$ cat config.mk
export PLATFORM = sky130hd
export DESIGN_NAME = length_field_decoder_unit_flat
export DESIGN_NICKNAME = d
export VERILOG_FILES = /design/src/hw/rtl/lfd_pkg.sv /design/src/hw/rtl/lfd_byte_if.sv /design/src/hw/rtl/lfd_len_if.sv /design/src/hw/rtl/lfd_cfg.sv /design/src/hw/rtl/lfd_core.sv /design/src/hw/rtl/length_field_decoder_unit.sv /design/src/flat_wrapper.sv
export SDC_FILE = /design/constraint.sdc
export NUM_CORES = 1
export LEC_CHECK = 0
export CAP_MARGIN = 20
export CORE_ASPECT_RATIO = 1.1
export CORE_MARGIN = 5
export CORE_UTILIZATION = 40
export CTS_BUF_LIST = sky130_fd_sc_hd__clkbuf_4 sky130_fd_sc_hd__clkbuf_8 sky130_fd_sc_hd__clkbuf_16
export DETAILED_ROUTE_END_ITERATION = 6
export DONT_BUFFER_PORTS = 1
export GPL_TIMING_DRIVEN = 0
export PLACE_DENSITY_LB_ADDON = 0.1
export SLEW_MARGIN = 20
export SYNTH_ARGS = -nofsm -noshare
export SYNTH_HDL_FRONTEND = slang
export SYNTH_HIERARCHICAL = 1
export SYNTH_SLANG_ARGS = --single-unit
export TNS_END_PERCENT = 10
$ cat constraint.sdc
create_clock -name i_clk -period 8 [get_ports i_clk]
set_clock_uncertainty 0.2 [all_clocks]
set_input_delay 0 -clock i_clk [delete_from_list [all_inputs] [get_ports i_clk]]
set_output_delay 0 -clock i_clk [all_outputs]
set_load 0.02 [all_outputs]
$ cat src/hw/rtl/lfd_pkg.sv
`default_nettype none

package lfd_pkg;

    localparam int MAX_FIELD_BYTES_DEF = 32;
    localparam int POS_W               = 6;
    localparam int LEN_W               = 32;
    localparam int BYTE_W              = 8;
    localparam int CFG_IDX_W           = 3;
    localparam int CFG_DATA_W          = 6;

    typedef enum logic [CFG_IDX_W-1:0] {
        REG_LENGTH_FORMAT   = 3'd0,
        REG_FIELD_BYTES     = 3'd1,
        REG_LEAD_SKIP       = 3'd2,
        REG_TRAIL_SKIP      = 3'd3,
        REG_HEADER_INCLUDED = 3'd4
    } t_cfg_idx;

    typedef enum logic [1:0] {
        FMT_BIG     = 2'd0,
        FMT_LITTLE  = 2'd1,
        FMT_DECIMAL = 2'd2,
        FMT_NONE    = 2'd3
    } t_fmt;

    typedef struct packed {
        t_fmt        length_format;
        logic [5:0]  field_bytes;
        logic [3:0]  lead_skip;
        logic [3:0]  trail_skip;
        logic        header_included;
    } t_cfg;

endpackage

`default_nettype wire

$ cat src/hw/rtl/lfd_byte_if.sv
`default_nettype none

interface lfd_byte_if;
    logic       valid;
    logic       ready;
    logic [7:0] header_byte;

    modport source (output valid, output header_byte, input ready);
    modport sink   (input valid, input header_byte, output ready);
endinterface

`default_nettype wire

$ cat src/hw/rtl/lfd_len_if.sv
`default_nettype none

interface lfd_len_if;
    logic               valid;
    logic               ready;
    logic signed [31:0] msg_length;

    modport source (output valid, output msg_length, input ready);
    modport sink   (input valid, input msg_length, output ready);
endinterface

`default_nettype wire

$ cat src/hw/rtl/lfd_cfg.sv
`default_nettype none

module lfd_cfg (
    input  wire logic                             i_clk,
    input  wire logic                             i_rst_n,
    input  wire logic                             i_cfg_we,
    input  wire logic [lfd_pkg::CFG_IDX_W-1:0]    i_cfg_idx,
    input  wire logic [lfd_pkg::CFG_DATA_W-1:0]   i_cfg_data,
    output lfd_pkg::t_cfg                         o_cfg
);
    import lfd_pkg::*;

    t_cfg r_cfg;

    always_ff @(posedge i_clk) begin
        if (!i_rst_n) begin
            r_cfg.length_format   <= FMT_BIG;
            r_cfg.field_bytes     <= 6'd4;
            r_cfg.lead_skip       <= 4'd0;
            r_cfg.trail_skip      <= 4'd0;
            r_cfg.header_included <= 1'b1;
        end else if (i_cfg_we) begin
            unique case (t_cfg_idx'(i_cfg_idx))
                REG_LENGTH_FORMAT:   r_cfg.length_format   <= t_fmt'(i_cfg_data[1:0]);
                REG_FIELD_BYTES:     r_cfg.field_bytes     <= i_cfg_data[5:0];
                REG_LEAD_SKIP:       r_cfg.lead_skip       <= i_cfg_data[3:0];
                REG_TRAIL_SKIP:      r_cfg.trail_skip      <= i_cfg_data[3:0];
                REG_HEADER_INCLUDED: r_cfg.header_included <= i_cfg_data[0];
                default: begin
                end
            endcase
        end
    end

    assign o_cfg = r_cfg;

endmodule

`default_nettype wire

$ cat src/hw/rtl/lfd_core.sv
`default_nettype none

module lfd_core #(
    parameter int MAX_FIELD_BYTES = lfd_pkg::MAX_FIELD_BYTES_DEF
) (
    input  wire logic     i_clk,
    input  wire logic     i_rst_n,
    input  lfd_pkg::t_cfg i_cfg,
    lfd_byte_if.sink      in_byte,
    lfd_len_if.source     out_len
);
    import lfd_pkg::*;

    localparam logic [1:0] PH_BLANK  = 2'd0;
    localparam logic [1:0] PH_DIGITS = 2'd1;
    localparam logic [1:0] PH_DONE   = 2'd2;
    localparam logic [1:0] PH_UNUSED = 2'd3;

    logic                    r_in_valid;
    logic [BYTE_W-1:0]       r_in_byte;
    logic [POS_W-1:0]        r_pos;
    logic [LEN_W-1:0]        r_acc;
    logic [1:0]              r_phase;
    logic                    r_neg;
    logic                    r_out_valid;
    logic [LEN_W-1:0]        r_out_len;

    logic [LEN_W-1:0]        n_acc;
    logic [1:0]              n_phase;
    logic                    n_neg;
    logic [LEN_W-1:0]        n_result;

    logic                    advance;
    logic                    emit;
    logic                    in_field;
    logic                    is_digit;
    logic                    is_blank;
    logic [5:0]              fb;
    logic [6:0]              pos7;
    logic [6:0]              lead7;
    logic [6:0]              end7;
    logic [6:0]              total7;
    logic [6:0]              k7;
    logic [LEN_W-1:0]        digit_val;

    assign advance       = !r_out_valid || out_len.ready;
    assign in_byte.ready = !r_in_valid || advance;

    always_comb begin
        if (i_cfg.field_bytes == 6'd0) begin
            fb = 6'd1;
        end else if (i_cfg.field_bytes > 6'(MAX_FIELD_BYTES)) begin
            fb = 6'(MAX_FIELD_BYTES);
        end else begin
            fb = i_cfg.field_bytes;
        end
    end

    assign pos7      = {1'b0, r_pos};
    assign lead7     = {3'b000, i_cfg.lead_skip};
    assign end7      = lead7 + {1'b0, fb};
    assign total7    = end7 + {3'b000, i_cfg.trail_skip};
    assign k7        = pos7 - lead7;
    assign in_field  = (pos7 >= lead7) && (pos7 < end7);
    assign emit      = (pos7 + 7'd1) >= total7;
    assign is_digit  = (r_in_byte >= 8'h30) && (r_in_byte <= 8'h39);
    assign is_blank  = (r_in_byte == 8'h20) || ((r_in_byte >= 8'h09) && (r_in_byte <= 8'h0D));
    assign digit_val = {28'd0, r_in_byte[3:0]};

    always_comb begin
        n_acc   = r_acc;
        n_phase = r_phase;
        n_neg   = r_neg;
        if (in_field) begin
            case (i_cfg.length_format)
                FMT_BIG: begin
                    n_acc = {r_acc[LEN_W-9:0], r_in_byte};
                end
                FMT_LITTLE: begin
                    if (k7 < 7'd4) begin
                        n_acc = r_acc | ({24'd0, r_in_byte} << {k7[1:0], 3'b000});
                    end
                end
                FMT_DECIMAL: begin
                    if (r_phase == PH_BLANK) begin
                        if (is_blank) begin
                            n_phase = PH_BLANK;
                        end else if (r_in_byte == 8'h2B) begin
                            n_phase = PH_DIGITS;
                        end else if (r_in_byte == 8'h2D) begin
                            n_neg   = 1'b1;
                            n_phase = PH_DIGITS;
                        end else if (is_digit) begin
                            n_acc   = digit_val;
                            n_phase = PH_DIGITS;
                        end else begin
                            n_phase = PH_DONE;
                        end
                    end else if (r_phase == PH_DIGITS) begin
                        if (is_digit) begin
                            n_acc = (r_acc << 3) + (r_acc << 1) + digit_val;
                        end else begin
                            n_phase = PH_DONE;
                        end
                    end
                end
                default: begin
                end
            endcase
        end
    end

    always_comb begin
        if (i_cfg.length_format == FMT_NONE) begin
            n_result = '0;
        end else if ((i_cfg.length_format == FMT_DECIMAL) && n_neg) begin
            n_result = '0 - n_acc;
        end else begin
            n_result = n_acc;
        end
        if (!i_cfg.header_included) begin
            n_result = n_result + {25'd0, total7};
        end
    end

    always_ff @(posedge i_clk) begin
        if (!i_rst_n) begin
            r_in_valid  <= 1'b0;
            r_out_valid <= 1'b0;
            r_pos       <= '0;
            r_acc       <= '0;
            r_phase     <= PH_BLANK;
            r_neg       <= 1'b0;
        end else begin
            if (in_byte.ready) begin
                r_in_valid <= in_byte.valid;
            end
            if (advance) begin
                r_out_valid <= r_in_valid && emit;
                if (r_in_valid) begin
                    if (emit) begin
                        r_pos   <= '0;
                        r_acc   <= '0;
                        r_phase <= PH_BLANK;
                        r_neg   <= 1'b0;
                    end else begin
                        r_pos   <= r_pos + 6'd1;
                        r_acc   <= n_acc;
                        r_phase <= n_phase;
                        r_neg   <= n_neg;
                    end
                end
            end
        end
    end

    always_ff @(posedge i_clk) begin
        if (in_byte.ready && in_byte.valid) begin
            r_in_byte <= in_byte.header_byte;
        end
        if (advance && r_in_valid && emit) begin
            r_out_len <= n_result;
        end
    end

    assign out_len.valid      = r_out_valid;
    assign out_len.msg_length = r_out_len;

    a_clear_after_result: assert property (@(posedge i_clk) disable iff (!i_rst_n)
        (advance && r_in_valid && emit) |=> (r_pos == '0 && r_acc == '0 && !r_neg))
        else $error("header state not cleared after a result");

    a_phase_used: assert property (@(posedge i_clk) disable iff (!i_rst_n)
        r_phase != PH_UNUSED)
        else $error("decimal phase reached an unused code");

    a_sign_phase: assert property (@(posedge i_clk) disable iff (!i_rst_n)
        r_neg |-> (r_phase != PH_BLANK))
        else $error("sign recorded while still skipping blanks");

    a_hold_input: assert property (@(posedge i_clk) disable iff (!i_rst_n)
        (r_in_valid && !advance) |=> (r_in_valid && $stable(r_in_byte)))
        else $error("buffered byte lost while output stalled");

endmodule

`default_nettype wire

$ cat src/hw/rtl/length_field_decoder_unit.sv
// Length field decoder.
// Header bytes arrive on in_byte, one transaction per byte. Each header is
// lead_skip ignored bytes, a length field of field_bytes bytes (big endian,
// little endian, ASCII decimal or none) and trail_skip ignored bytes. On
// the last byte of a header one transaction with the decoded length leaves
// on out_len; other bytes produce no output transaction.
// The user must write the configuration registers (i_cfg_we, i_cfg_idx,
// i_cfg_data) only while no header is in flight; the block does not check.
// Throughput is one byte per cycle while out_len is not stalled. Each byte
// passes an input register and one pass of shift or multiply-by-ten logic
// into the accumulator, and for the last header byte into the result
// register that drives out_len, written only when out_len is not stalled.
// Reset (synchronous, active low) loads the register defaults and clears
// the header position and accumulator.
// When the receiver stalls, the result register holds and one more byte is
// buffered in the input register; further bytes then see ready low.
`default_nettype none

module length_field_decoder_unit #(
    parameter int MAX_FIELD_BYTES = lfd_pkg::MAX_FIELD_BYTES_DEF
) (
    input  wire logic                           i_clk,
    input  wire logic                           i_rst_n,
    input  wire logic                           i_cfg_we,
    input  wire logic [lfd_pkg::CFG_IDX_W-1:0]  i_cfg_idx,
    input  wire logic [lfd_pkg::CFG_DATA_W-1:0] i_cfg_data,
    lfd_byte_if.sink                            in_byte,
    lfd_len_if.source                           out_len
);
    import lfd_pkg::*;

    t_cfg cfg;

    lfd_cfg u_cfg (
        .i_clk      (i_clk),
        .i_rst_n    (i_rst_n),
        .i_cfg_we   (i_cfg_we),
        .i_cfg_idx  (i_cfg_idx),
        .i_cfg_data (i_cfg_data),
        .o_cfg      (cfg)
    );

    lfd_core #(
        .MAX_FIELD_BYTES (MAX_FIELD_BYTES)
    ) u_core (
        .i_clk   (i_clk),
        .i_rst_n (i_rst_n),
        .i_cfg   (cfg),
        .in_byte (in_byte),
        .out_len (out_len)
    );

endmodule

`default_nettype wire

$ cat src/flat_wrapper.sv
// flat-port wrapper written by rule: the top's interface ports become plain ports
module length_field_decoder_unit_flat import lfd_pkg::*;
#(
    parameter int MAX_FIELD_BYTES = lfd_pkg::MAX_FIELD_BYTES_DEF
)
  (i_clk, i_rst_n, i_cfg_we, i_cfg_idx, i_cfg_data, in_byte_valid, in_byte_header_byte, in_byte_ready, out_len_valid, out_len_msg_length, out_len_ready);
  lfd_byte_if in_byte_i ();
  lfd_len_if out_len_i ();
  input  wire logic i_clk;
  input  wire logic i_rst_n;
  input  wire logic i_cfg_we;
  input  wire logic [lfd_pkg::CFG_IDX_W-1:0] i_cfg_idx;
  input  wire logic [lfd_pkg::CFG_DATA_W-1:0] i_cfg_data;
  input wire logic [$bits(in_byte_i.valid)-1:0] in_byte_valid;
  input wire logic [$bits(in_byte_i.header_byte)-1:0] in_byte_header_byte;
  output wire logic [$bits(in_byte_i.ready)-1:0] in_byte_ready;
  output wire logic [$bits(out_len_i.valid)-1:0] out_len_valid;
  output wire logic [$bits(out_len_i.msg_length)-1:0] out_len_msg_length;
  input wire logic [$bits(out_len_i.ready)-1:0] out_len_ready;
  assign in_byte_i.valid = in_byte_valid;
  assign in_byte_i.header_byte = in_byte_header_byte;
  assign in_byte_ready = in_byte_i.ready;
  assign out_len_valid = out_len_i.valid;
  assign out_len_msg_length = out_len_i.msg_length;
  assign out_len_i.ready = out_len_ready;
  length_field_decoder_unit #(.MAX_FIELD_BYTES(MAX_FIELD_BYTES)) u_core (.i_clk(i_clk), .i_rst_n(i_rst_n), .i_cfg_we(i_cfg_we), .i_cfg_idx(i_cfg_idx), .i_cfg_data(i_cfg_data), .in_byte(in_byte_i), .out_len(out_len_i));
endmodule
Word-level counts from Yosys, hierarchy flattened
Cells that the tools add are included.
{"block": "word_totals", "reg_bits": 100, "input_bits": 22, "output_inout_bits": 34, "wordCells": 106}
{"block": "op_classes", "add_sub_neg": 9, "magnitude_cmp": 9, "n_eq_ne": 12, "shift": 1, "muxes": 34, "bitwise": 1, "reduce_logical": 27}
{"cell": "$mux W32", "count": 13}
{"cell": "$pmux W32 S3", "count": 1}
{"cell": "$add A32 B32 Y32", "count": 1}
{"cell": "$add A32 B4 Y32", "count": 1}
{"cell": "$add A32 B7 Y32", "count": 1}
{"cell": "$or A32 B32 Y32", "count": 1}
{"cell": "$shl A8 B5 Y32", "count": 1}
{"cell": "$sub A1 B32 Y32 const A", "count": 1}
{"cell": "$eq A8 B6 Y1 const B", "count": 3}
{"cell": "$mux W2", "count": 10}
{"cell": "$mux W6", "count": 3}
{"cell": "$reduce_and A2 Y1", "count": 6}
{"cell": "$ge A8 B4 Y1 const B", "count": 1}
{"cell": "$ge A8 B6 Y1 const B", "count": 1}
{"cell": "$le A8 B4 Y1 const B", "count": 1}
{"cell": "$le A8 B6 Y1 const B", "count": 1}
{"cell": "$logic_and A1 B1 Y1", "count": 8}
{"cell": "$add A4 B6 Y7", "count": 1}
{"cell": "$add A6 B1 Y7 const B", "count": 1}
{"cell": "$add A7 B4 Y7", "count": 1}
{"cell": "$ge A7 B7 Y1", "count": 1}
{"cell": "$lt A6 B7 Y1", "count": 1}
{"cell": "$lt A7 B3 Y1 const B", "count": 1}
{"cell": "$mux W1", "count": 7}
{"cell": "other kinds (18)", "count": 26}

Logic depth before layout (Yosys ltp)
{"block": "depth", "ltp_word": 14, "mapped_depth": 35, "mapped_depth_nobuf": 33}

Cells and area by module
Netlist, hierarchy kept.
{"mod": "lfd_core", "n_inst": 1, "cells_each": 1215, "area_per_inst_um2": 9751.9, "seq_area_each_um2": 2062.0}
{"mod": "lfd_cfg", "n_inst": 1, "cells_each": 68, "area_per_inst_um2": 720.7, "seq_area_each_um2": 340.3}

Worst setup path before layout
Ideal clock, no wire load.
{"block": "synth_timing", "path_type": "reg-to-reg", "start": "reg u_core.u_cfg.r_cfg, in the netlist u_core/u_cfg/o_cfg[13]", "end": "reg u_core.u_core.r_out_len[24], in the netlist u_core/u_core/out_len.msg_length[24] (data pin)", "setup_time_ns": 0.261, "t_arrival_ns": 6.440, "required_ns": 7.539, "path_slack_ns": 1.099, "path_stages_with_launch": 36, "path_buffers": 4, "synth_period_minus_slack_ns": 6.901, "cell_sequence": "dfxtp_1 -> nor4_1 -> nor2_1 -> nor2_1 -> ha_1 -> fa_1 -> a21o_1 -> a21oi_1 -> xnor2_1 -> inv_1 -> ha_1 -> and3_1 -> buf_6 -> a211o_1 -> or3_1 -> clkbuf_1 -> nor3_2 -> a21o_1 -> buf_2 -> buf_1 -> nand2_1 -> a21oi_1 -> inv_1 -> fa_1 -> inv_1 -> a21oi_1 -> o21ai_0 -> and2_1 -> o21ai_0 -> nand2b_1 -> a21oi_1 -> nor3_2 -> and4_1 -> nand4_2 -> or3_1 -> xnor2_1"}
{"block": "synth_between", "elab_chain_len": 12, "word_cells_on_any_way": 16, "cone_classes": "add/sub: 4; order compare: 2; mux: 7; reduce/logical: 3"}
{"item": "start, declared", "line_no": "lfd_cfg.sv:13", "source": "t_cfg r_cfg;"}
{"item": "$gt A6 B6 Y1", "line_no": "lfd_core.sv:52", "source": "end else if (i_cfg.field_bytes > 6'(MAX_FIELD_BYTES)) begin"}
{"item": "$mux W6", "line_no": "lfd_core.sv:52"}
{"item": "$mux W6 *", "line_no": "lfd_core.sv:50", "source": "if (i_cfg.field_bytes == 6'd0) begin"}
{"item": "$add A4 B6 Y7 *", "line_no": "lfd_core.sv:61", "source": "assign end7 = lead7 + {1'b0, fb};"}
{"item": "$lt A6 B7 Y1", "line_no": "lfd_core.sv:64", "source": "assign in_field = (pos7 >= lead7) && (pos7 < end7);"}
{"item": "$logic_and A1 B1 Y1", "line_no": "lfd_core.sv:64"}
{"item": "$mux W32 / $mux W1 (equally long branches)", "line_no": "lfd_core.sv:74", "source": "if (in_field) begin"}
{"item": "$sub A1 B32 Y32 / $logic_and A1 B1 Y1 (equally long branches)", "line_no": "lfd_core.sv:117, lfd_core.sv:116"}
{"item": "$mux W32", "line_no": "lfd_core.sv:116", "source": "end else if ((i_cfg.length_format == FMT_DECIMAL) && n_neg) begin"}
{"item": "$mux W32", "line_no": "lfd_core.sv:114", "source": "if (i_cfg.length_format == FMT_NONE) begin"}
{"item": "$add A32 B7 Y32", "line_no": "lfd_core.sv:122", "source": "n_result = n_result + {25'd0, total7};"}
{"item": "$mux W32 *", "line_no": "lfd_core.sv:121", "source": "if (!i_cfg.header_included) begin"}
{"item": "net u_core.u_core.n_result[24]", "line_no": "lfd_core.sv:31", "source": "logic [LEN_W-1:0] n_result;"}
{"item": "end signal, assigned", "line_no": "lfd_core.sv:162", "source": "r_out_len <= n_result;"}
{"item": "end, declared", "line_no": "lfd_core.sv:26", "source": "logic [LEN_W-1:0] r_out_len;"}
The timed path passes the listed nets; every way through them passes the cells marked *.
A chain may end at the register's enable or synchronous reset.

Worst setup path in the final report
Ends and elaborated chain as after synthesis.

==> out/qor.yml <==
post_synth.cell_area_avg_sq_um: 8.16
critPathBufInv: 5
synth_top_area_share: 0.115
die_h_um: 180
fmax_ghz: 0.133
slew_viol_final: 0
fp.dieW_um: 164
clk_latency_ps: 370
cts_tree: "done"
arrival_ps: 7450
path_class: "flip-flop to flip-flop"
p_per_area_nw_per_um2: 127
leakagePower_nw: 4.57
whs_path_depth: 1
total_power_mw: 1.48
fin_nets: 1446
synthArstFlopShare: 0
fillerInstances: 2649
synth_common_cells: "128 x nand2_1, 105 x nor2_1, 100 x a21oi_1, 91 x ha_1, 60 x dfxtp_1"
vias: 10200
synth.cell_area_sq_um: 10500
globalRoute.totalOverflow: 0
pre_cts_ws_ps: -320
hpwl_um: 30000
numCtsBuffers: 9
core-area_sq_um: 26000
finalSetupViolCount: 0
drc: 0
syn_inst: 1283
first_pass_iters: 5
min_period_ps: 7530
post_drt_wl_per_cell_um: 22.6
crit_top_cell: "inv_1"
drtAntennaViolNets: 0
synth_most_common_cell: "nand2_1"
dp_cells: 1636
tightestPinTransition_ps: 978
port_buffers: 0
critPathLaunch: "u_core/u_cfg/o_cfg[13]"
seq_area_sq_um: 2400
fin_crit_sh: 0.942
vdd_drop_max_mv: 0.154
clkSinkCount: 100
cp_max_fo: 10
synth-seq-area-share: 0.229
fin_setup_tns_ps: 0
root_buffer: "clkbuf_16"
initial_utilization: 0.403
cts_max_path_buffers: 2
ys_ff_latch: 100
hold_path_class: "primary input to flip-flop"
ff2ff_setup_slack_ps: 470
gr-usage-all-layers: 0.255
rows: 62
multi_input_area_sq_um: 7710
crit_end: "u_core/u_core/out_len.msg_length[24]"
cp-start-kind: "flip-flop"
finalHoldViolCount: 0
grt_pass1_vias: 9916
reg2reg_depth: 33
via_per_inst: 6.06
ys_top_cells_by_area: "dfxtp_1 11%, edfxtp_1 11%, ha_1 11%"
rsz0062_at_grt: "no"
syn-num-nets: 1402
synthFlopType: "dfxtp_1"
synth-edff-count: 40
critical-path-max-stage-delay_ps: 570
finalWirelength_um: 38100
r2r_start: "u_core/u_cfg/o_cfg[13]"
globalplace.congestion: 1.03
grt_pass1_wl_um: 58400
drive_above_1_share: 0.0871
cpLargestDelayFamily: "simple AND/OR/NAND/NOR gates"
r2r-end: "u_core/u_core/out_len.msg_length[24]"
synth_top_area_cell: "dfxtp_1"
htreeDepth: 3
status: "finished clean"
grt_start_max_net_pins: 25
cap_violations: 0
antenna_found_initial: 1
drtIter0Drc: 928
clkTransAtPathRegs_ps: 80
final_cells: 1684
cp-end-kind: "flip-flop"
worst_slack_ps: 468
ios: 56
crit_slowest_cell: "a2111oi_4"
crit_required_ps: 7920
dieArea_sq_um: 29500
yosysUniqueCellTypes: 119
cp.depth: 33
syn2layout_area_growth_pct: 11.5
synth.yosys.warnings: 6
insertedDiodeCount: 0
slew_headroom: 0.331
-- through the flow --
| step | area [sq um] | util | hold slack (ps) |
|---|---|---|---|
| finish | 11700 | 0.449 | 54.0 |
| global route | 11700 | 0.449 | 43.9 |
| CTS | 11600 | 0.446 | 49.2 |
| detailed placement | 10900 | 0.421 | -101 |
| global placement | 10900 | 0.420 | -101 |
| floorplan | 10500 | - | -101 |
-- per-layer routing --
layer / up-vias / GRT usage / part of all wire
met3: 101 / 0.0298 / 0.060
met1: 4853 / 0.328 / 0.42
met2: 391 / 0.430 / 0.47
li1: 4863 / - / -
met5: - / 0 / 0.00029
met4: 2 / 0.104 / 0.049
-- sequential cells by signal, summed over array words and instances, names as in the netlist --
signal                            count
u_core/u_core/out_len.msg_length     32
u_core/u_core/r_acc                  32
u_core/u_cfg/o_cfg                   17
u_core/u_core/r_in_byte               8
u_core/u_core/r_pos                   6
u_core/u_core/r_phase                 2
u_core/u_core/out_len.valid           1
u_core/u_core/r_in_valid              1
u_core/u_core/r_neg                   1
-- worst reg2reg max path, delay by kind of cell (launching register included) --
kind	cells	cell delay (ps)
AOI/OAI and AO/OA	9	1980
xor gates and xnor gates	2	350
adders and majority gates	5	1650
buffers and inverters	5	500
DFF	1	440
and+or+nand+nor	12	2170
-- cell families after synthesis --
kind of cell,count (synthesis),synth area share
buffers and inverters,107,0.0423
adder cells (fa/ha/maj),97,0.120
AND/OR/NAND/NOR,475,0.245
multiplexers,30,0.0293
flip-flops,100,0.229
XOR/XNOR,81,0.0685
AO/OA/AOI/OAI,393,0.265
-- cell usage in the layout (no fill, tap or decap), types with 34 or more instances in the layout --
master / count
clkbuf_1: 40
o21ai_0: 59
xnor2_1: 49
dfxtp_1: 60
nor3_1: 34
ha_1: 91
nand2_1: 127
nand3_1: 46
inv_1: 43
nor2b_1: 39
edfxtp_1: 40
a21oi_1: 97
nor2_1: 103
-- worst min path at each step --
stage                           start                         end  slack [ps]
2_1_floorplan  in_byte_header_byte[0]  u_core/u_core/r_in_byte[0]        -100
3_5_place_dp   in_byte_header_byte[1]  u_core/u_core/r_in_byte[1]        -100
3_3_place_gp   in_byte_header_byte[1]  u_core/u_core/r_in_byte[1]        -100
6_report       in_byte_header_byte[1]  u_core/u_core/r_in_byte[1]          50
5_1_grt        in_byte_header_byte[1]  u_core/u_core/r_in_byte[1]          40
4_1_cts        in_byte_header_byte[1]  u_core/u_core/r_in_byte[1]          50
-- layout make-up --
class,count,share of cell area
Inverter,44,0.0141
Multi-Input combinational cell,1076,0.660
Clock inverter,6,0.00622
Tap cell,352,0.0377
Buffer,61,0.0235
Clock buffer,10,0.0214
Timing Repair Buffer,35,0.0311
Sequential cell,100,0.206
-- timing repair --
item                                   in CTS  in global routing
resized for setup                           3                 15
setup endpoints to repair                  11                 17
endpoints found under the hold margin      76                  0
pin swaps                                   0                  2
hold buffers                               32                  0
buffers inserted                            0                  2
-- report_power, final --
| group | internal, mW | switching (mW) | total [mW] | leakage [nW] |
|---|---|---|---|---|
| Combinational | 0.150 | 0.276 | 0.426 | 3.55 |
| Clock | 0.243 | 0.238 | 0.481 | 0.158 |
| Sequential | 0.545 | 0.0284 | 0.573 | 0.861 |
| Total | 0.937 | 0.543 | 1.48 | 4.57 |
Note: power is estimated with default switching activity, not from simulation.
